===== src/line_sensor_scan_centroid_unit_defines.svh =====
// Assertion helpers for the line sensor scan unit.
// Both expect signals named clock and reset in the enclosing scope.
`ifndef LINE_SENSOR_SCAN_CENTROID_UNIT_DEFINES_SVH
`define LINE_SENSOR_SCAN_CENTROID_UNIT_DEFINES_SVH

// Same-cycle implication
`define LSSC_ASSERT_IMP(label, ante, cons, msg) \
   label: assert property (@(posedge clock) disable iff (reset) (ante) |-> (cons)) \
      else $error(msg);

// Next-cycle implication
`define LSSC_ASSERT_NXT(label, ante, cons, msg) \
   label: assert property (@(posedge clock) disable iff (reset) (ante) |=> (cons)) \
      else $error(msg);

`endif


===== src/lssc_pkg.sv =====
`default_nettype none

package lssc_pkg;

   // Fixed field widths
   localparam int MUX_W    = 3;
   localparam int MAP_W    = 8;
   localparam int POS_W    = 11;
   localparam int SETTLE_W = 16;

   localparam logic [SETTLE_W-1:0] SETTLE_RESET = 16'd160;
   localparam int NUM_CHANNELS_DEF = 8;

   // Controller states
   typedef enum logic [1:0] {
      ST_IDLE,
      ST_DIV,
      ST_FIN
   } lssc_state_type;

   // Controller to datapath
   typedef struct packed {
      logic step;        // input word accepted
      logic div_start;   // this word ends a scan with hits: load divider
      logic div_run;     // one quotient bit
      logic div_finish;  // sign fix, write position and result
   } lssc_cmd_type;

   // Datapath to controller
   typedef struct packed {
      logic scan_end;    // current word samples the last channel
      logic hit_none;    // scan ending now has no active sensor
      logic div_last;    // last quotient bit this cycle
   } lssc_stat_type;

endpackage

`default_nettype wire


===== src/lssc_ctrl.sv =====
`default_nettype none

module lssc_ctrl import lssc_pkg::*; (
   input  wire logic          clock,
   input  wire logic          reset,
   input  wire logic          req_valid,
   output logic               req_ready,
   output logic               rsp_valid,
   input  wire logic          rsp_ready,
   input  wire lssc_stat_type stat,
   output lssc_cmd_type       cmd
);

   lssc_state_type state_ff, state_in;
   logic           rsp_valid_ff, rsp_valid_in;
   logic           rsp_free;

   // Output slot is free when empty or drained this cycle
   assign rsp_free = !rsp_valid_ff || rsp_ready;

   // Next state
   always_comb begin
      state_in = state_ff;
      case (state_ff)
         ST_IDLE: begin
            if (cmd.div_start) state_in = ST_DIV;
         end
         ST_DIV: begin
            if (stat.div_last) state_in = ST_FIN;
         end
         ST_FIN: begin
            state_in = ST_IDLE;
         end
         default: begin
            state_in = ST_IDLE;
         end
      endcase
   end

   // Outputs
   always_comb begin
      req_ready = 1'b0;
      cmd       = '0;
      case (state_ff)
         ST_IDLE: begin
            req_ready     = rsp_free;
            cmd.step      = req_valid && rsp_free;
            cmd.div_start = req_valid && rsp_free && stat.scan_end && !stat.hit_none;
         end
         ST_DIV: begin
            cmd.div_run = 1'b1;
         end
         ST_FIN: begin
            cmd.div_finish = 1'b1;
         end
         default: begin
            cmd = '0;
         end
      endcase
   end

   // Result valid flag
   always_comb begin
      rsp_valid_in = rsp_valid_ff;
      if (cmd.div_finish || (cmd.step && !cmd.div_start)) begin
         rsp_valid_in = 1'b1;
      end else if (rsp_ready) begin
         rsp_valid_in = 1'b0;
      end
   end

   always_ff @(posedge clock) begin
      if (reset) begin
         state_ff     <= ST_IDLE;
         rsp_valid_ff <= 1'b0;
      end else begin
         state_ff     <= state_in;
         rsp_valid_ff <= rsp_valid_in;
      end
   end

   assign rsp_valid = rsp_valid_ff;

endmodule

`default_nettype wire


===== config.mk =====
export PLATFORM = sky130hd
export DESIGN_NAME = lssc_ctrl
export DESIGN_NICKNAME = d
export VERILOG_FILES = /design/src/line_sensor_scan_centroid_unit_defines.svh /design/src/lssc_pkg.sv /design/src/lssc_ctrl.sv
export SDC_FILE = /design/constraint.sdc
export NUM_CORES = 1
export LEC_CHECK = 0
export BUFFER_PORTS_ARGS = -buffer_cell sky130_fd_sc_hd__buf_2
export CORE_AREA = 2 2 39 41
export CTS_CLUSTER_DIAMETER = 100
export DETAILED_ROUTE_END_ITERATION = 7
export DIE_AREA = 0 0 41 43
export PLACE_DENSITY_LB_ADDON = 0.2
export REMOVE_ABC_BUFFERS = 1
export SYNTH_ARGS = -nofsm -noshare
export SYNTH_HDL_FRONTEND = slang
export SYNTH_SLANG_ARGS = --single-unit

===== constraint.sdc =====
create_clock -name clock -period 2.5 [get_ports clock]
set_input_delay 0.25 -clock clock [delete_from_list [all_inputs] [get_ports clock]]
set_output_delay 0.25 -clock clock [all_outputs]
set_load 0.03 [all_outputs]

# == Word level (Yosys, flattened, before mapping) ==
# Cells that the tools add are included.
# op_classes
mux,9
order_cmp,0
div,0
shift,0
n_reduce_logical,12
eq_ne,4
addsub,0
mul,0
n_bitwise,0
# op_table
op,n
$mux W2,3
$mux W1,5
$logic_and A1 B1 Y1,4
$ne A2 B2 Y1 const B,2
$pmux W2 S2,1
$logic_not A1 Y1,3
$eq A2 B1 Y1 const B,1
$eq A2 B2 Y1 const B,1
$logic_not A2 Y1,1
$logic_or A1 B1 Y1,2
$reduce_and A2 Y1,1
$reduce_bool A2 Y1,1
# totals
reg_bits,3
mem_bits_ro,0
memories,0
word_cells,27
input_bits,7
latchBits,0
out_inout_bits,6
ramBits,0

# == Depth between registers and ports, before layout ==
# logic_depth
ltp_word,10
ltp_mapped,3

# == Least setup slack after synthesis ==
# OpenSTA, ideal clock, no wires.
# synth_path
path_type,flip-flop to output port
start,reg rsp_valid_ff (netlist: rsp_valid)
end,out cmd[2] (netlist bit)
stages_incl_launch_ff,4
n_path_buf,0
required_ps,2250
path_slack_ps,808
arrival_time_ps,1442
path_cell_list,dfxtp_1 -> nand2b_1 -> nor3b_2 -> and3_1
# synth_lines
item,line_no,source
start: declaration,lssc_ctrl.sv:15,"logic rsp_valid_ff, rsp_valid_in;"
start signal: assignment,lssc_ctrl.sv:78,rsp_valid_ff <= rsp_valid_in;
end: declaration,lssc_ctrl.sv:11,output lssc_cmd_type cmd

==> qor.txt <==
====================================================================================
Port-buffer cells .....................................................           12
CP Max Fanout .........................................................            4
Netlist area before placement .........................................     173 um^2
Total of warnings raised by yosys .....................................            0
Global-route wire length before repair ................................       710 um
Total count of hold-check failures in the final report ................            0
Leakage ...............................................................     0.147 nW
Final std cells w/o fill ..............................................           49
Portion of netlist area occupied by mux cells .........................           0%
Global-route usage over all layers ....................................        6.42%
Fraction of the mapped netlist area in adder cells ....................           0%
Final cell area excluding filler cells ................................     272 um^2
Iteration count of the initial detailed-routing pass ..................            2
Worst EP required .....................................................      2.25 ns
Pin count of the biggest net entering global routing ..................            5
Highest achievable clock rate .........................................      675 MHz
Synth-to-layout area growth ...........................................        57.2%
Portion of the post-synthesis area used by sequential elements ........        34.8%
Effective utilization at floorplan ....................................        12.5%
Floorplan row count ...................................................           14
Synth Area in XOR/XNOR ................................................           0%
Post-Syn Instances ....................................................           18
Crit path capture type ................................................  output port
Max-cap violation count ...............................................            0
Total congestion overflow .............................................            0
Area fraction in compound gates after synthesis .......................        9.42%
Launching element type of the critical path ...........................         flop
Peak supply drop ......................................................     0.116 mV
Antenna-violating nets left ...........................................            0
Type of the tightest min-delay check .................................. primary input to flop
CP Cell Sequence ...................................................... nand2b_1, nor3b_2, and3_1, buf_2
RSZ-0062 raised after global routing ..................................           no
Min cycle time layout .................................................      1.48 ns
Total Die Area ........................................................    1760 um^2
Power density of the placed cells .....................................  626 nW/um^2
Total number of vias ..................................................          174
Horiz. Die Dim ........................................................        41 um
Number of antenna violations at the first check in global routing .....            0
Nets ..................................................................           41
Iter 0 DRT Violations .................................................            5
Start-to-end type of the worst setup path ............................. flop to output port
Total of cells resized after clock tree synthesis .....................            0
Detailed-route DRC error count ........................................            0
Number of buffers and inverters on the critical path ..................            1
Worst EP arrival ......................................................      1.23 ns
Status ................................................................ complete, no violations
Clock tree from TritonCTS .............................................        built
Fin crit share ........................................................        59.3%
Top post-synthesis cells by area ...................................... sky130_fd_sc_hd__dfxtp_1 (35%), sky130_fd_sc_hd__nor2b_4 (8.0%), sky130_fd_sc_hd__nand2b_1 (7.2%)
Clock sink count ......................................................            3
Final setup vio count .................................................            0
Post-synthesis simple-gate area fraction ..............................        49.3%
Quantity of hold-fixing buffers added after cts .......................            0
Fill cell count .......................................................          157
Instance count after placement with tap cells included ................           45
Headroom to the max-slew limit ........................................        84.2%
Post-Place Worst Slack ................................................      1.21 ns
Die extent in y .......................................................        43 um
Num ports .............................................................           13
Detailed-route wire length per cell ...................................      8.45 um
Main combinational cell family by area after synthesis ................ simple AND/OR/NAND/NOR gates
Post-detailed-route via-to-cell ratio .................................         3.55
Family of cells with the greatest summed delay on the critical path ... simple AND/OR/NAND/NOR gates
Dpl cell area .........................................................     245 um^2
Clock slew at reported path FFs .......................................      0.04 ns
Worst R2R Path Depth ..................................................            2
TritonCTS Buffers .....................................................            3
Number of buffers added for setup after CTS ...........................            0
Antenna Diode Count ...................................................            0
Share of final-layout standard cells stronger than drive strength 1 ...        51.5%
Largest stage delay, worst path .......................................      0.30 ns
Worst-margin pin slew .................................................     0.237 ns
Final Wtd Congestion ..................................................        0.637
Library cells used by synthesis .......................................           14
Final setup margin ....................................................      1.02 ns
Library cell used as clock root buffer ................................ sky130_fd_sc_hd__clkbuf_4
Later-pin clock latency in the skew report ............................      0.23 ns
Max H-tree Level ......................................................            1
Sum of negative setup slack ...........................................         0 ns
Avg Cell Area, Syn ....................................................    9.59 um^2
Final Max Tran Viols ..................................................            0
Min-Delay Path Depth ..................................................            2
Area share of the largest cell type after synthesis ...................        34.8%
Via count of the first global-routing pass ............................          194
Depth of the critical timing path with buffers and inverters included .            4
Max Buffers Root-to-Sink ..............................................            2
Worst clock skew ......................................................   0.00354 ns
Total of flip-flops plus latches after synthesis ......................            3
Final wirelength ......................................................       414 um
Largest area contributor in the synthesized netlist ................... sky130_fd_sc_hd__dfxtp_1
Total core area .......................................................    1380 um^2
Worst path slowest cell ............................................... sky130_fd_sc_hd__dfxtp_1
====================================================================================
==> synth_stat cells <==
master and instances:
sky130_fd_sc_hd__nand2b_1 2, sky130_fd_sc_hd__nor2_1 1, sky130_fd_sc_hd__and2_1 1, sky130_fd_sc_hd__and3b_1 1
sky130_fd_sc_hd__buf_4 1, sky130_fd_sc_hd__nor2b_1 2, sky130_fd_sc_hd__dfxtp_1 3, sky130_fd_sc_hd__a31oi_1 1
sky130_fd_sc_hd__a32o_1 1, sky130_fd_sc_hd__nor2b_4 1, sky130_fd_sc_hd__nor3b_2 1, sky130_fd_sc_hd__and3_1 1
sky130_fd_sc_hd__or3b_1 1, sky130_fd_sc_hd__inv_1 1
==> metal layers <==
layer,part of all wire (%),vias up,GRT usage (%)
met3,12,0,3.66
li1,-,90,-
met1,48,71,6.73
met5,0,-,0
met4,0,0,6.00
met2,40,13,8.44
==> path summary, 6_finish.rpt <==
path	from	end	slack (ns)
max	rsp_valid$_SDFFE_PP0P_	cmd[2]	1.02
min	reset	rsp_valid$_SDFFE_PP0P_	0.23
max reg2reg	state_ff[0]$_SDFFE_PP0P_	rsp_valid$_SDFFE_PP0P_	1.56
min reg2reg	rsp_valid$_SDFFE_PP0P_	rsp_valid$_SDFFE_PP0P_	0.50
==> cells by family (layout without fill, tap and decap cells) <==
group,Yosys count,in the layout
buffers and inverters,2,17
DFF,3,3
AOI/OAI and AO/OA,2,2
and+or+nand+nor,11,11
==> sequential cells by signal, indices dropped and copies added, names as in the netlist <==
register	cells
rsp_valid	1
state_ff	2
==> worst reg2reg max path, delay by kind of cell, from the launching register on <==
family             cells  cell delay [ns]
DFF                    1             0.32
and+or+nand+nor        1             0.38
AOI/OAI and AO/OA      1             0.16
==> layout make-up <==
type                            instances  area [um^2]  area share [%]
Clock buffer                            4         26.3            9.68
Inverter                                1         3.75            1.38
Multi-Input combinational cell         13          101            37.3
Sequential cell                         3         60.1            22.1
Tap cell                               16         20.0            7.37
Timing Repair Buffer                   12         60.1            22.1
==> cell usage in the layout, fill, tap and decap left out, drive strengths merged <==
cell type and n:
nand2b 2, and3b 1, inv 1, nor2b 3, nor2 1, or3b 1
a32o 1, buf 12, clkbuf 4, and3 1, a31oi 1, nor3b 1
and2 1, dfxtp 3
==> report_power, final <==
part	leakage [nW]	switching, mW	internal [mW]
combinational	0.107	0.0204	0.0138
sequential	0.0245	0.00131	0.0502
clock	0.0150	0.0244	0.0598
total	0.147	0.0461	0.124
==> metrics by stage <==
| stage | total power, mW | util [%] | hold slack [ns] |
|---|---|---|---|
| finish | 0.170 | 19.6 | 0.226 |
| CTS | 0.175 | 19.6 | 0.219 |
| global placement | 0.0862 | 17.7 | 0.460 |
| detailed placement | 0.0868 | 17.7 | 0.466 |
| global route | 0.181 | 19.6 | 0.233 |
| floorplan | 0.0740 | - | 0.319 |
Power figures use the tool's default switching activity.
