## src/line_sensor_scan_centroid_unit_defines.svh

```systemverilog
// Assertion helpers for the line sensor scan unit.
// Both expect signals named clock and reset in the enclosing scope.
`ifndef LINE_SENSOR_SCAN_CENTROID_UNIT_DEFINES_SVH
`define LINE_SENSOR_SCAN_CENTROID_UNIT_DEFINES_SVH

// Same-cycle implication
`define LSSC_ASSERT_IMP(label, ante, cons, msg) \
   label: assert property (@(posedge clock) disable iff (reset) (ante) |-> (cons)) \
      else $error(msg);

// Next-cycle implication
`define LSSC_ASSERT_NXT(label, ante, cons, msg) \
   label: assert property (@(posedge clock) disable iff (reset) (ante) |=> (cons)) \
      else $error(msg);

`endif

```

## src/lssc_pkg.sv

```systemverilog
`default_nettype none

package lssc_pkg;

   // Fixed field widths
   localparam int MUX_W    = 3;
   localparam int MAP_W    = 8;
   localparam int POS_W    = 11;
   localparam int SETTLE_W = 16;

   localparam logic [SETTLE_W-1:0] SETTLE_RESET = 16'd160;
   localparam int NUM_CHANNELS_DEF = 8;

   // Controller states
   typedef enum logic [1:0] {
      ST_IDLE,
      ST_DIV,
      ST_FIN
   } lssc_state_type;

   // Controller to datapath
   typedef struct packed {
      logic step;        // input word accepted
      logic div_start;   // this word ends a scan with hits: load divider
      logic div_run;     // one quotient bit
      logic div_finish;  // sign fix, write position and result
   } lssc_cmd_type;

   // Datapath to controller
   typedef struct packed {
      logic scan_end;    // current word samples the last channel
      logic hit_none;    // scan ending now has no active sensor
      logic div_last;    // last quotient bit this cycle
   } lssc_stat_type;

endpackage

`default_nettype wire

```

## src/lssc_dp.sv

```systemverilog
`default_nettype none

module lssc_dp import lssc_pkg::*; #(
   parameter int NUM_CHANNELS = NUM_CHANNELS_DEF
) (
   input  wire logic                clock,
   input  wire logic                reset,
   input  wire lssc_cmd_type        cmd,
   output lssc_stat_type            stat,
   input  wire logic                req_level,
   input  wire logic                csr_we,
   input  wire logic [SETTLE_W-1:0] csr_settle,
   output logic [MUX_W-1:0]         rsp_mux,
   output logic [MAP_W-1:0]         rsp_map,
   output logic signed [POS_W-1:0]  rsp_pos,
   output logic                     rsp_update,
   output logic                     rsp_lost
);

   localparam int CH_W  = $clog2(NUM_CHANNELS);
   localparam int CNT_W = $clog2(NUM_CHANNELS + 1);
   // bound on the weight sum: every channel at the largest weight magnitude
   localparam int MAG_W = $clog2(NUM_CHANNELS * 128 * (NUM_CHANNELS - 1) + 1);
   localparam int TOT_W = MAG_W + 1;
   localparam int BIT_W = $clog2(MAG_W);
   localparam logic [CH_W-1:0]         LAST_CH = CH_W'(NUM_CHANNELS - 1);
   localparam logic signed [TOT_W-1:0] W_OFF   = TOT_W'(128 * (NUM_CHANNELS - 1));
   localparam logic [BIT_W-1:0]        LAST_BIT = BIT_W'(MAG_W - 1);

   // Scan state
   logic [SETTLE_W-1:0]     settle_ff;
   logic [SETTLE_W-1:0]     cnt_ff;
   logic [CH_W-1:0]         ch_ff;
   logic [NUM_CHANNELS-1:0] bits_ff;
   logic signed [TOT_W-1:0] tot_ff;
   logic [CNT_W-1:0]        act_ff;
   logic signed [POS_W-1:0] held_ff;
   logic                    lost_ff;

   // Divider state
   logic [MAG_W-1:0]        mag_ff;
   logic [CNT_W-1:0]        rem_ff;
   logic [CNT_W-1:0]        dvs_ff;
   logic                    neg_ff;
   logic [BIT_W-1:0]        bit_ff;

   // Result register
   logic [MUX_W-1:0]        rsp_mux_ff;
   logic [MAP_W-1:0]        rsp_map_ff;
   logic signed [POS_W-1:0] rsp_pos_ff;
   logic                    rsp_update_ff;
   logic                    rsp_lost_ff;

   logic [SETTLE_W-1:0]     limit;
   logic [SETTLE_W-1:0]     cnt_inc;
   logic                    take;
   logic                    hit;
   logic [NUM_CHANNELS-1:0] bits_new;
   logic signed [TOT_W-1:0] weight;
   logic signed [TOT_W-1:0] tot_new;
   logic [CNT_W-1:0]        act_new;
   logic signed [TOT_W-1:0] tot_abs;
   logic [CNT_W:0]          rem_sh;
   logic [CNT_W:0]          rem_sub;
   logic                    q_bit;
   logic signed [TOT_W-1:0] q_s;
   logic signed [TOT_W-1:0] q_res;
   logic signed [POS_W-1:0] pos_res;

   // Settle timer: zero setting acts as one
   assign limit   = (settle_ff == '0) ? SETTLE_W'(1) : settle_ff;
   assign cnt_inc = cnt_ff + SETTLE_W'(1);
   assign take    = (cnt_inc >= limit) || (cnt_inc == '0);
   assign hit     = take && req_level;

   // Map with this word's sample folded in
   always_comb begin
      bits_new        = bits_ff;
      bits_new[ch_ff] = req_level;
   end

   // Running weight sum and hit count over the scan
   assign weight  = $signed({{(TOT_W - CH_W - 8){1'b0}}, ch_ff, 8'b0}) - W_OFF;
   assign tot_new = tot_ff + (hit ? weight : '0);
   assign act_new = act_ff + CNT_W'(hit);
   assign tot_abs = (tot_new < 0) ? -tot_new : tot_new;

   assign stat.scan_end = take && (ch_ff == LAST_CH);
   assign stat.hit_none = (act_new == '0);
   assign stat.div_last = (bit_ff == LAST_BIT);

   // Restoring divide step on magnitude
   assign rem_sh  = {rem_ff, mag_ff[MAG_W-1]};
   assign rem_sub = rem_sh - {1'b0, dvs_ff};
   assign q_bit   = (rem_sh >= {1'b0, dvs_ff});

   // Sign fix, truncation toward zero falls out of the magnitude divide
   assign q_s     = $signed({1'b0, mag_ff});
   assign q_res   = neg_ff ? -q_s : q_s;
   assign pos_res = POS_W'(q_res);

   // Settle register
   always_ff @(posedge clock) begin
      if (reset) begin
         settle_ff <= SETTLE_RESET;
      end else if (csr_we) begin
         settle_ff <= csr_settle;
      end
   end

   // Scan sequencer and accumulators
   always_ff @(posedge clock) begin
      if (reset) begin
         cnt_ff  <= '0;
         ch_ff   <= '0;
         bits_ff <= '0;
         tot_ff  <= '0;
         act_ff  <= '0;
         held_ff <= '0;
         lost_ff <= 1'b0;
      end else begin
         if (cmd.step) begin
            cnt_ff <= take ? '0 : cnt_inc;
            if (take) begin
               bits_ff <= bits_new;
               ch_ff   <= (ch_ff == LAST_CH) ? '0 : ch_ff + CH_W'(1);
            end
            if (stat.scan_end) begin
               tot_ff  <= '0;
               act_ff  <= '0;
               lost_ff <= stat.hit_none;
            end else begin
               tot_ff <= tot_new;
               act_ff <= act_new;
            end
         end
         if (cmd.div_finish) begin
            held_ff <= pos_res;
         end
      end
   end

   // Divider registers
   always_ff @(posedge clock) begin
      if (cmd.div_start) begin
         mag_ff <= tot_abs[MAG_W-1:0];
         neg_ff <= tot_new < 0;
         dvs_ff <= act_new;
         rem_ff <= '0;
         bit_ff <= '0;
      end else if (cmd.div_run) begin
         mag_ff <= {mag_ff[MAG_W-2:0], q_bit};
         rem_ff <= q_bit ? rem_sub[CNT_W-1:0] : rem_sh[CNT_W-1:0];
         bit_ff <= bit_ff + BIT_W'(1);
      end
   end

   // Result register
   always_ff @(posedge clock) begin
      if (cmd.step) begin
         rsp_mux_ff    <= MUX_W'(ch_ff);
         rsp_map_ff    <= MAP_W'(take ? bits_new : bits_ff);
         rsp_update_ff <= stat.scan_end;
         rsp_pos_ff    <= held_ff;
         rsp_lost_ff   <= stat.scan_end ? stat.hit_none : lost_ff;
      end else if (cmd.div_finish) begin
         rsp_pos_ff  <= pos_res;
         rsp_lost_ff <= 1'b0;
      end
   end

   assign rsp_mux    = rsp_mux_ff;
   assign rsp_map    = rsp_map_ff;
   assign rsp_pos    = rsp_pos_ff;
   assign rsp_update = rsp_update_ff;
   assign rsp_lost   = rsp_lost_ff;

endmodule

`default_nettype wire

```

## config.mk

```make
export PLATFORM = sky130hd
export DESIGN_NAME = lssc_dp
export DESIGN_NICKNAME = d
export VERILOG_FILES = /design/src/line_sensor_scan_centroid_unit_defines.svh /design/src/lssc_pkg.sv /design/src/lssc_dp.sv
export SDC_FILE = /design/constraint.sdc
export NUM_CORES = 1
export LEC_CHECK = 0
export BUFFER_PORTS_ARGS = -buffer_cell sky130_fd_sc_hd__buf_4
export CAP_MARGIN = 5
export CORE_MARGIN = 3
export CORE_UTILIZATION = 40
export DETAILED_ROUTE_END_ITERATION = 10
export PLACE_DENSITY = 0.59
export SLEW_MARGIN = 20
export SYNTH_ARGS = -nofsm -noshare
export SYNTH_HDL_FRONTEND = slang
export SYNTH_SLANG_ARGS = --single-unit
```

## constraint.sdc

```tcl
create_clock -name clock -period 5.2 [get_ports clock]
set_clock_uncertainty 0.15 [all_clocks]
set_input_delay 0.52 -clock clock [delete_from_list [all_inputs] [get_ports clock]]
set_output_delay 0.52 -clock clock [all_outputs]
set_load 0.01 [all_outputs]
```

After elaboration in Yosys (flattened, before gate mapping). Index checks and enable logic that the tools add are counted.

Order comparisons: 5. Mux-type cells: 20. Reduce and logical (&&, ||, !) cells: 10. Add/sub/neg operators: 9. Equality and inequality tests: 2.

Operator list (number): 13-bit 2-to-1 mux (3); 11-bit 2-to-1 mux (3); 16-bit logical NOT (2); 16-bit 2-to-1 mux (2); 14-bit 2-to-1 mux (2); 16-bit by 1-bit adder with 16-bit output, second input constant (1); 16-bit greater-or-equal comparator (1); 14-bit adder (1); 14-bit by 1-bit < comparator with 1-bit output, second input constant (1); 13-bit negator (1); 11-bit by 10-bit subtractor with 12-bit output, second input constant (1); 11-bit negator (1); 8-bit bitwise mux (1); 4-bit 2-to-1 mux (2); 8-bit 2-to-1 mux (1); 5-bit by 4-bit greater-or-equal comparator with 1-bit output (1); 4-bit by 1-bit adder with 4-bit output (1); 4-bit by 1-bit adder with 4-bit output, second input constant (1); 4-bit == test, second input constant (1); 4-bit logical NOT (1); 3-bit by 4-bit < comparator with 1-bit output, second input constant (1); 1-bit 2-to-1 mux (4); 2-bit nonzero test (2); 4-bit subtractor (1); 8 further kinds (10).

Output and inout bits: 27. Flip-flop bits (word level): 123.

Depth between registers and ports, before layout. Gate-level depths: netlist (run 1).

Word-level depth: 10. Mapped depth: 28. Depth with buffers taken out: 24.

Worst setup path before layout (run 1). Ideal clock, no wire load.

Path type: register -> register. Start point: reg cnt_ff[0]. End point: reg mag_ff[11] (data pin). Path buffers: 3. Path slack: -406 ps. Arrival: 5189 ps. Data required time: 4783 ps. Setup time: 267 ps. Cell stages (with the launch flop): 27. Clock period less this slack: 5606 ps. Cell sequence: dfxtp_1 ha_1 nand3_1 nor4_2 xor2_1 ha_1 a21o_1 a21oi_1 o2111ai_1 a311o_1 and2_1 buf_4 nor2_8 buf_6 buf_6 nor2_1 ha_1 inv_1 fa_1 nor2b_1 o21a_1 o21a_1 o311ai_1 a21boi_0 a31o_4 nand2b_1 o211ai_1.

Word-level cells in the longest chain between the ends: 9. Elaborated cells on any way between the ends: 11. Classes of those cells: 3 x add/sub; 2 x order compare; 3 x mux; 3 x reduce/logical.

Ends and longest elaborated chain: start, declared (RTL line lssc_dp.sv:32) `logic [SETTLE_W-1:0] cnt_ff;`; start signal, assigned (RTL line lssc_dp.sv:123) `cnt_ff <= take ? '0 : cnt_inc;`; 16-bit by 1-bit adder with 16-bit output (*) (RTL line lssc_dp.sv:72) `assign cnt_inc = cnt_ff + SETTLE_W'(1);`; 16-bit greater-or-equal comparator or 16-bit logical NOT (tied branches) (RTL line lssc_dp.sv:73) `assign take = (cnt_inc >= limit) || (cnt_inc == '0);`; 1-bit logical OR (*) (RTL line lssc_dp.sv:73); 1-bit logical AND (*) (RTL line lssc_dp.sv:74) `assign hit = take && req_level;`; 14-bit 2-to-1 mux (*) (RTL line lssc_dp.sv:84) `assign tot_new = tot_ff + (hit ? weight : '0);`; 14-bit adder (*) (RTL line lssc_dp.sv:84); net tot_new[13] (RTL line lssc_dp.sv:60) `logic signed [TOT_W-1:0] tot_new;`; 14-bit by 1-bit < comparator with 1-bit output (*) (RTL line lssc_dp.sv:86) `assign tot_abs = (tot_new < 0) ? -tot_new : tot_new;`; 13-bit 2-to-1 mux (*) (RTL line lssc_dp.sv:86); 13-bit 2-to-1 mux (*) (RTL line lssc_dp.sv:145) `if (cmd.div_start) begin`; end signal, assigned (RTL line lssc_dp.sv:146) `mag_ff <= tot_abs[MAG_W-1:0];`; end signal, assigned (RTL line lssc_dp.sv:152) `mag_ff <= {mag_ff[MAG_W-2:0], q_bit};`; end, declared (RTL line lssc_dp.sv:41) `logic [MAG_W-1:0] mag_ff;`.

Mark *: on every way through the listed nets, which the timed path passes. The rest lies on a longest branch. A chain may end at the register's enable or synchronous reset.

Final worst setup path (run 1).
Start point: reg cnt_ff[9]. End point: reg mag_ff[8] (data pin).

Word-level cells in the longest chain between the ends: 9. Elaborated cells on any way between the ends: 11. Classes of those cells: 3 x add/sub; 2 x order compare; 3 x mux; 3 x reduce/logical.

Ends and longest elaborated chain (RTL line): 16-bit by 1-bit adder with 16-bit output (*) (lssc_dp.sv:72); 16-bit greater-or-equal comparator or 16-bit logical NOT (tied branches) (lssc_dp.sv:73); 1-bit logical OR (*) (lssc_dp.sv:73); 1-bit logical AND (*) (lssc_dp.sv:74); 14-bit 2-to-1 mux (*) (lssc_dp.sv:84); 14-bit adder (*) (lssc_dp.sv:84); 13-bit negator or 14-bit by 1-bit < comparator with 1-bit output (tied branches) (lssc_dp.sv:86); 13-bit 2-to-1 mux (*) (lssc_dp.sv:86); 13-bit 2-to-1 mux (*) (lssc_dp.sv:145).

Every way passes the cells marked *; elsewhere a longest branch is shown, timed or not.

==> results of run 1 <==
==> Yosys cell counts, types with 12 or more instances <==
cell type and count:
mux2_2 14, inv_1 37, ha_1 35, dfxtp_1 74, mux2i_1 32, xor2_1 12
o21ai_0 18, edfxtp_1 42, nand3_1 28, xnor2_1 18, a21oi_1 36, nor2_1 61
nand2_1 52, clkbuf_1 17
==> path summary, 6_finish.rpt <==
path / end / depth (start not counted)
hold reg to reg: bits_ff[4] / 2
hold / removal: settle_ff[7] / 3
setup reg to reg: mag_ff[8] / 23
setup / recovery: mag_ff[8] / 23
==> stage by stage <==
stage	setup TNS, ns	area [um2]	util, %
6_report	0	7850	50.5
4_1_cts	0	7810	50.3
5_1_grt	0	7850	50.5
3_5_place_dp	-0.130	7110	45.8
2_1_floorplan	0	6540	-
3_3_place_gp	0	7110	45.8
==> critical path: cells and delay by family (launching register included) <==
| kind | cells | cell delay [ns] |
|---|---|---|
| adder cells (fa/ha/maj) | 3 | 0.61 |
| buffers and inverters | 2 | 0.26 |
| AO/OA/AOI/OAI | 10 | 1.94 |
| AND/OR/NAND/NOR | 8 | 1.47 |
| flip-flops | 1 | 0.38 |
==> registers in the layout, indices dropped and copies added (netlist names), 7 cells and up <==
register / count
settle_ff: 16
tot_ff: 7
rsp_pos: 11
held_ff: 11
bits_ff: 8
cnt_ff: 16
mag_ff: 13
rsp_map: 8
==> cell type report <==
cell class / instances / area share, %
sequential: 116 / 35.2
clock buffer: 24 / 6.55
tap: 211 / 3.36
timing repair buffer: 69 / 6.60
multi-input combinational: 476 / 44.6
clock inverter: 8 / 1.82
inverter: 38 / 1.82
==> logic make-up (layout without fill, tap and decap cells) <==
group | count (synthesis) | in the layout | synth area share (%)
flip-flops | 116 | 116 | 42.4
AND/OR/NAND/NOR | 236 | 236 | 19.4
buffers and inverters | 74 | 139 | 5.14
adder cells (fa/ha/maj) | 37 | 37 | 7.39
XOR/XNOR | 31 | 31 | 4.31
multiplexers | 47 | 47 | 7.56
AO/OA/AOI/OAI | 124 | 125 | 13.9
==> what timing repair did <==
action	CTS	global route
pin swaps	4	6
cloned	0	1
resized for setup	11	9
setup endpoints to repair	4	8
buffers inserted	2	0
==> layer usage <==
metal / global-route usage, % / up-vias / share of wire, %
met3: 4.57 / 25 / 3.4
met2: 26.9 / 96 / 48
li1: - / 2527 / -
met1: 21.5 / 2458 / 47
met4: 5.49 / 0 / 1.5
met5: 0 / - / 0
==> power breakdown <==
part | leakage (nW) | total [mW] | internal (mW) | switching (mW)
combinational | 1.85 | 0.275 | 0.130 | 0.144
sequential | 1.06 | 1.03 | 0.997 | 0.0347
clock | 0.320 | 1.29 | 0.882 | 0.407
==> results.cfg, run 1 <==
[setup_path]
critPathRequiredTime_ns = 5.30
path_max_fanout = 6
crit_type = reg2reg
endpoint_kind = register
r2r_setup_slack_ns = 0.22
r2r_start = cnt_ff[9]
max_stage_delay_ns = 0.38
crit_arrival_ns = 5.08
startpoint = cnt_ff[9]
critPathSlowestCell = dfxtp_4
startpoint_type = register
path_cells = nand4_4 -> or2_1 -> o21a_1 -> or2_2 -> ha_1 -> a21o_1 -> a21oi_2 -> o2111ai_1 -> a311o_1 -> and2_4 -> nor2_8 -> nor2_1 -> ha_1 -> inv_1 -> fa_2 -> nor2b_1 -> o21a_1 -> o2111ai_2 -> o311ai_4 -> buf_4 -> a31o_4 -> or3_1 -> a31oi_1

[timing]
fmax_mhz = 201
drv_slew = 0
period_share_pct = 95.7
setup_ws_ns = 0.223
rsz0062_at_grt = no
slew_headroom_pct = 41.4
period_minus_slack_ns = 4.98
finalSetupViolations = 0
fin_worst_hold_slack_ns = 0.179
max_slew.worst_pin.slew_ns = 0.878
finalHoldViolCount = 0

[yosys]
syn_inst = 665
synth-edff-count = 42
synthTopCellsByArea = dfxtp_1, edfxtp_1, ha_1, mux2i_1, nor2_1
syn_area_per_cell_um2 = 9.73
syn-num-nets = 726
seq_area_frac_synth_pct = 42.4
ys.flop_type = dfxtp_1
syn_area_um2 = 6470
synth-seq-cells = 116
synth_top_area_share_pct = 22.9
ys_warn_count = 0
yosysUniqueCellTypes = 74
yosysTopAreaCell = dfxtp_1
synthArstFlopShare_pct = 0

[floorplan]
die_y_um = 133
start_util_pct = 41.6
num_rows = 45
coreArea_um2 = 15500
die_w_um = 133
pin_count = 51
design.die.area_um2 = 17700

[drt]
viasPerCell = 5.42
first_iter_violations = 237
drc = 0
routedWlPerCell_um = 15.5
drt_wl_total_um = 14600
firstDrtPassIters = 5
vias = 5106
antenna_left = 0

[placement]
hpwl_um = 9810
portBuffers = 50
dp_slack_ns = -0.0552
dp.cells = 907
gp_congestion = 0.847

[min_path]
min-delay-start = csr_settle[7]
hp-class = in2reg

[finish]
multi_input_area_um2 = 3500
final_common_cell = buf_4
finalNetCount = 779
area_growth_pct = 21.3
mostFrequentLayoutCells = buf_4, dfxtp_1, nor2_1
antenna_cells = 0
drive_above_1_share_pct = 21.5
regArea_um2 = 2770
layoutNonFillerInstCount = 942
nFillCells = 1430

[clock_network]
clock_sinks = 116
htreeDepth = 4
clk_pin_slew_ns = 0.05
cts_tree = yes
clk_latency_ns = 0.41
cts_buffers = 17
clk_path_buf_depth = 2
cts-hold-fix-buffers = 0
cts-root-buf = clkbuf_16

[global_route]
grt-ovfl-total = 0
grt_max_degree = 59
grt_use_total_pct = 16.6
grt_antenna_before_repair = 0
grt_pass1_wl_um = 23900
grt_pass1_vias = 4908

[power_and_ir_drop]
leakagePower_nw = 3.22
total_power_mw = 2.60
power_per_cell_area_nw_per_um2 = 331
irDropWorstVdd_mv = 0.236

[flow_run]
drv_cap = 0

[outcome]
outcome = finished, final reports clean
Note: power is estimated with default switching activity, not from simulation.
==> run 2: changes to the inputs <==
--- a/constraint.sdc
+++ b/constraint.sdc
@@ -4,2 +4,2 @@
 set_output_delay 0.52 -clock clock [all_outputs]
-set_load 0.01 [all_outputs]
+set_load 0.1 [all_outputs]
==> results.cfg, run 2 (synthesized netlist as in run 1, its figures left out) <==
[outcome]
outcome = finished, final reports clean

[timing]
max_slew.worst_pin.slew_ns = 0.833
drv_slew = 0
period_minus_slack_ns = 5.05
finalHoldViolCount = 0
period_share_pct = 97.1
tns_ns = 0
finalSetupViolations = 0
setup_ws_ns = 0.151
fmax_mhz = 198
slew_headroom_pct = 44.4

[power_and_ir_drop]
internal_power_mw = 1.84
irDropWorstVdd_mv = 0.248
p_seq_share_pct = 40.4
total_power_mw = 2.55
power_per_cell_area_nw_per_um2 = 322
p_clk_share_pct = 43.9
switchingPower_uw = 710
sw_frac_of_total_pct = 27.8
p_comb_share_pct = 15.7
leakagePower_nw = 3.24

[finish]
mostFrequentLayoutCells = buf_4, dfxtp_1, nor2_1
nFillCells = 1413
antenna_cells = 0
drive_above_1_share_pct = 23.4
final_common_cell = buf_4
design_area_um2 = 7910
area_growth_pct = 22.3
finalNetCount = 788
fin_util_pct = 50.9
reg.largest.list = cnt_ff: 16 flops, settle_ff: 16 flops, mag_ff: 13 flops

[drt]
antenna_left = 0
drt_wl_total_um = 14900
viasPerCell = 5.38
first_iter_violations = 270
firstDrtPassIters = 4
routedWlPerCell_um = 15.7
drc = 0
vias = 5113

[floorplan]
coreArea_um2 = 15500
num_rows = 45
start_util_pct = 41.6
die_y_um = 133
pin_count = 51
die_w_um = 133
design.die.area_um2 = 17700

[global_route]
grt-ovfl-total = 0
grt_pass1_wl_um = 24700
grt_max_degree = 59
grt_pass1_vias = 4979
grt_use_total_pct = 17.0
grt_antenna_before_repair = 0

[setup_path]
path_cells = nand4_4 -> buf_4 -> nor4_4 -> xor2_1 -> ha_1 -> a21o_1 -> a21oi_2 -> o2111ai_2 -> a311o_1 -> and2_4 -> nor2_8 -> nor2_1 -> ha_2 -> inv_1 -> fa_2 -> nor2b_1 -> o21a_1 -> o21a_1 -> o311ai_4 -> a21boi_4 -> a31o_4 -> nand2b_4 -> o211ai_1
critPathBufInv = 2
crit_arrival_ns = 5.04
crit_type = reg2reg
endpoint_kind = register
path_max_fanout = 6
crit_family = compound AO/OA/AOI/OAI gates
cpMostUsedCell = o21a_1
critPathRequiredTime_ns = 5.19
r2r_setup_slack_ns = 0.15
startpoint_type = register
max_stage_delay_ns = 0.39
critPathSlowestCell = a311o_1

[clock_network]
clk_pin_slew_ns = 0.05
cts_tree = yes
clk_latency_ns = 0.41
cts-root-buf = clkbuf_16
htreeDepth = 4
clk_path_buf_depth = 2
cts_buffers = 17
clock_sinks = 116

[min_path]
hp-class = in2reg

[placement]
dpl-instance-area_um2 = 7120
gp_congestion = 0.871
portBuffers = 50
hpwl_um = 10000
dp_slack_ns = -0.165

[flow_run]
drv_cap = 0
-- run 2: changes by cell type in the layout (fill, tap and decap cells not counted), moves of 3 or more --
cell | previous run | this run
buf_4 | 69 | 76
bufinv_16 | 4 | 1
clkinvlp_4 | 1 | 4
ha_1 | 34 | 31
-- run 2: through the flow --
step / hold slack, ns / cells
after global placement: 0.295 / 905
final: 0.181 / 951
after CTS: 0.167 / 938
after detailed placement: 0.301 / 905
after global routing: 0.184 / 951
after floorplan: 0.285 / 665
-- run 2: final timing paths --
kind	start	to	cells past startpoint
setup reg to reg	cnt_ff[9]	mag_ff[11]	23
hold reg to reg	bits_ff[4]	bits_ff[4]	2
hold / removal	csr_settle[5]	settle_ff[5]	3
setup / recovery	cnt_ff[9]	mag_ff[11]	23
-- run 2: tightest hold or removal path, delay by kind of cell --
family | cells | cell delay (ns)
buf+inv | 1 | 0.08
compound gates | 1 | 0.06
simple gates | 1 | 0.04
-- run 2: power by group through the flow --
stage | sequential, mW | combinational [mW] | clock, mW
5_1_grt | 1.04 | 0.433 | 1.18
3_3_place_gp | 1.05 | 0.377 | 0
3_5_place_dp | 1.05 | 0.385 | 0
2_1_floorplan | 1.17 | 0.183 | 0
6_report | 1.03 | 0.400 | 1.12
4_1_cts | 1.03 | 0.388 | 1.14
-- run 2: timing repair --
| item | in CTS | in global routing |
|---|---|---|
| hold buffers | 0 | 0 |
| gates cloned | 0 | 1 |
| setup endpoints to repair | 7 | 8 |
| setup buffers | 1 | 12 |
| pin swaps | 2 | 16 |
| resized for setup | 6 | 28 |
-- run 2: layer usage --
layer | vias up | global-route usage [%] | wire (um)
met5 | - | 0 | 0
met4 | 0 | 5.83 | 235
met3 | 20 | 3.59 | 464
met2 | 87 | 28.0 | 7180
met1 | 2469 | 22.3 | 7020
li1 | 2537 | - | -
-- run 2: cell type report --
class / count / area, um2 / share of cell area (%)
tap: 211 / 264 / 3.34
inverter: 38 / 143 / 1.80
clock inverter: 8 / 75.1 / 0.949
timing repair buffer: 78 / 593 / 7.50
sequential: 116 / 2770 / 35.0
clock buffer: 24 / 493 / 6.23
multi-input combinational: 476 / 3570 / 45.1
==> run 3: changes to the inputs <==
- CELL_PAD_IN_SITES_DETAIL_PLACEMENT: unset -> 0
- CELL_PAD_IN_SITES_GLOBAL_PLACEMENT: unset -> 1
- PLACE_DENSITY: 0.59 -> 0.72
==> results.cfg, run 3 (synthesized netlist as in run 1, its figures left out) <==
[outcome]
outcome = finished, final reports clean

[setup_path]
path_max_fanout = 7
r2r_start = cnt_ff[1]
max_stage_delay_ns = 0.39
endpoint_kind = register
critPathRequiredTime_ns = 5.30
crit_type = reg2reg
path_cells = and4_4 -> nand2_2 -> o21a_1 -> or2_2 -> ha_1 -> a21o_1 -> a21oi_2 -> o2111ai_2 -> a311o_1 -> and2_4 -> nor2_8 -> nor2_2 -> ha_2 -> inv_2 -> fa_2 -> nor2b_1 -> o21a_1 -> o2111ai_2 -> o311ai_4 -> a21boi_4 -> a31o_4 -> or3_1 -> a31oi_1
crit_arrival_ns = 5.11
startpoint_type = register
startpoint = cnt_ff[1]
critPathSlowestCell = dfxtp_4

[placement]
gp_congestion = 0.879
portBuffers = 50
hpwl_um = 10000
dp.cells = 905

[clock_network]
clock_sinks = 116
clk_latency_ns = 0.42
clk_pin_slew_ns = 0.05
cts-hold-fix-buffers = 0
cts_buffers = 17
htreeDepth = 4
cts_tree = yes
clk_path_buf_depth = 2
cts-root-buf = clkbuf_16

[global_route]
grt_use_total_pct = 17.3
grt_pass1_wl_um = 24900
grt-ovfl-total = 0
grt_antenna_before_repair = 0
grt_pass1_vias = 5012
grt_max_degree = 59

[timing]
period_minus_slack_ns = 5.01
finalHoldViolCount = 0
slew_headroom_pct = 41.3
fmax_mhz = 200
tns_ns = 0
drv_slew = 0
period_share_pct = 96.4
finalSetupViolations = 0
max_slew.worst_pin.slew_ns = 0.880

[floorplan]
design.die.area_um2 = 17700
coreArea_um2 = 15500
die_w_um = 133
die_y_um = 133
start_util_pct = 41.6
pin_count = 51
num_rows = 45

[finish]
mostFrequentLayoutCells = buf_4, dfxtp_1, nor2_1
fin_util_pct = 50.9
finalNetCount = 790
antenna_cells = 0
area_growth_pct = 22.3
reg.largest.list = cnt_ff: 16 flops, settle_ff: 16 flops, mag_ff: 13 flops
drive_above_1_share_pct = 23.9
final_common_cell = buf_4
layoutNonFillerInstCount = 953

[drt]
vias = 5110
first_iter_violations = 267
viasPerCell = 5.36
routedWlPerCell_um = 15.8
antenna_left = 0
drc = 0
firstDrtPassIters = 6
drt_wl_total_um = 15000

[power_and_ir_drop]
power_per_cell_area_nw_per_um2 = 327
total_power_mw = 2.59
leakagePower_nw = 3.25
irDropWorstVdd_mv = 0.255

[min_path]
hp-class = in2reg
min-delay-start = csr_settle[7]

[flow_run]
drv_cap = 0
==> run 3: worst paths after layout <==
| kind | depth (start not counted) | to | slack [ns] |
|---|---|---|---|
| max | 23 | mag_ff[8] | 0.19 |
| min | 3 | settle_ff[7] | 0.17 |
| max reg2reg | 23 | mag_ff[8] | 0.19 |
| min reg2reg | 2 | bits_ff[4] | 0.31 |
==> run 3: layout make-up <==
class | count | area (um2)
clock buffers | 21 | 450
fillers | 1424 | 7620
clock inverters | 11 | 134
well taps | 211 | 264
repair buffers | 80 | 598
inverters | 38 | 143
flip-flops and latches | 116 | 2770
multi-input cells | 476 | 3550
==> run 3: layer usage <==
layer	share of wire [%]	GRT usage (%)	vias up
met5	0	0	-
met4	0.80	4.74	0
met3	3.7	4.98	10
met2	49	28.7	103
met1	47	22.1	2454
li1	-	-	2543
==> run 3: stage by stage <==
stage          area (um2)  setup WS [ns]  hold slack [ns]
2_1_floorplan        6570         0.0278            0.285
3_3_place_gp         7120          0.110            0.297
3_5_place_dp         7120        -0.0803            0.307
4_1_cts              7760        0.00724            0.160
5_1_grt              7920       -0.00886            0.161
6_report             7920          0.189            0.171
==> run 3: worst max-delay path, delay by kind of cell (launching register included) <==
kind	cells	cell delay, ns
AOI/OAI and AO/OA	11	2.20
adders and majority gates	3	0.60
buffers and inverters	1	0.06
DFF	1	0.39
and+or+nand+nor	8	1.42
==> run 3: power breakdown <==
part           internal, mW  total, mW  leakage, nW  switching (mW)
combinational         0.134      0.395         1.91           0.260
clock                 0.758       1.16        0.284           0.406
sequential            0.996       1.03         1.06          0.0344
==> run 3: repair_timing <==
item                                    4_1_cts  5_1_grt
resized for setup                            11       20
endpoints found under the setup margin        5        8
pin swaps                                     3       10
gates cloned                                  0        1
buffers inserted                              3       12
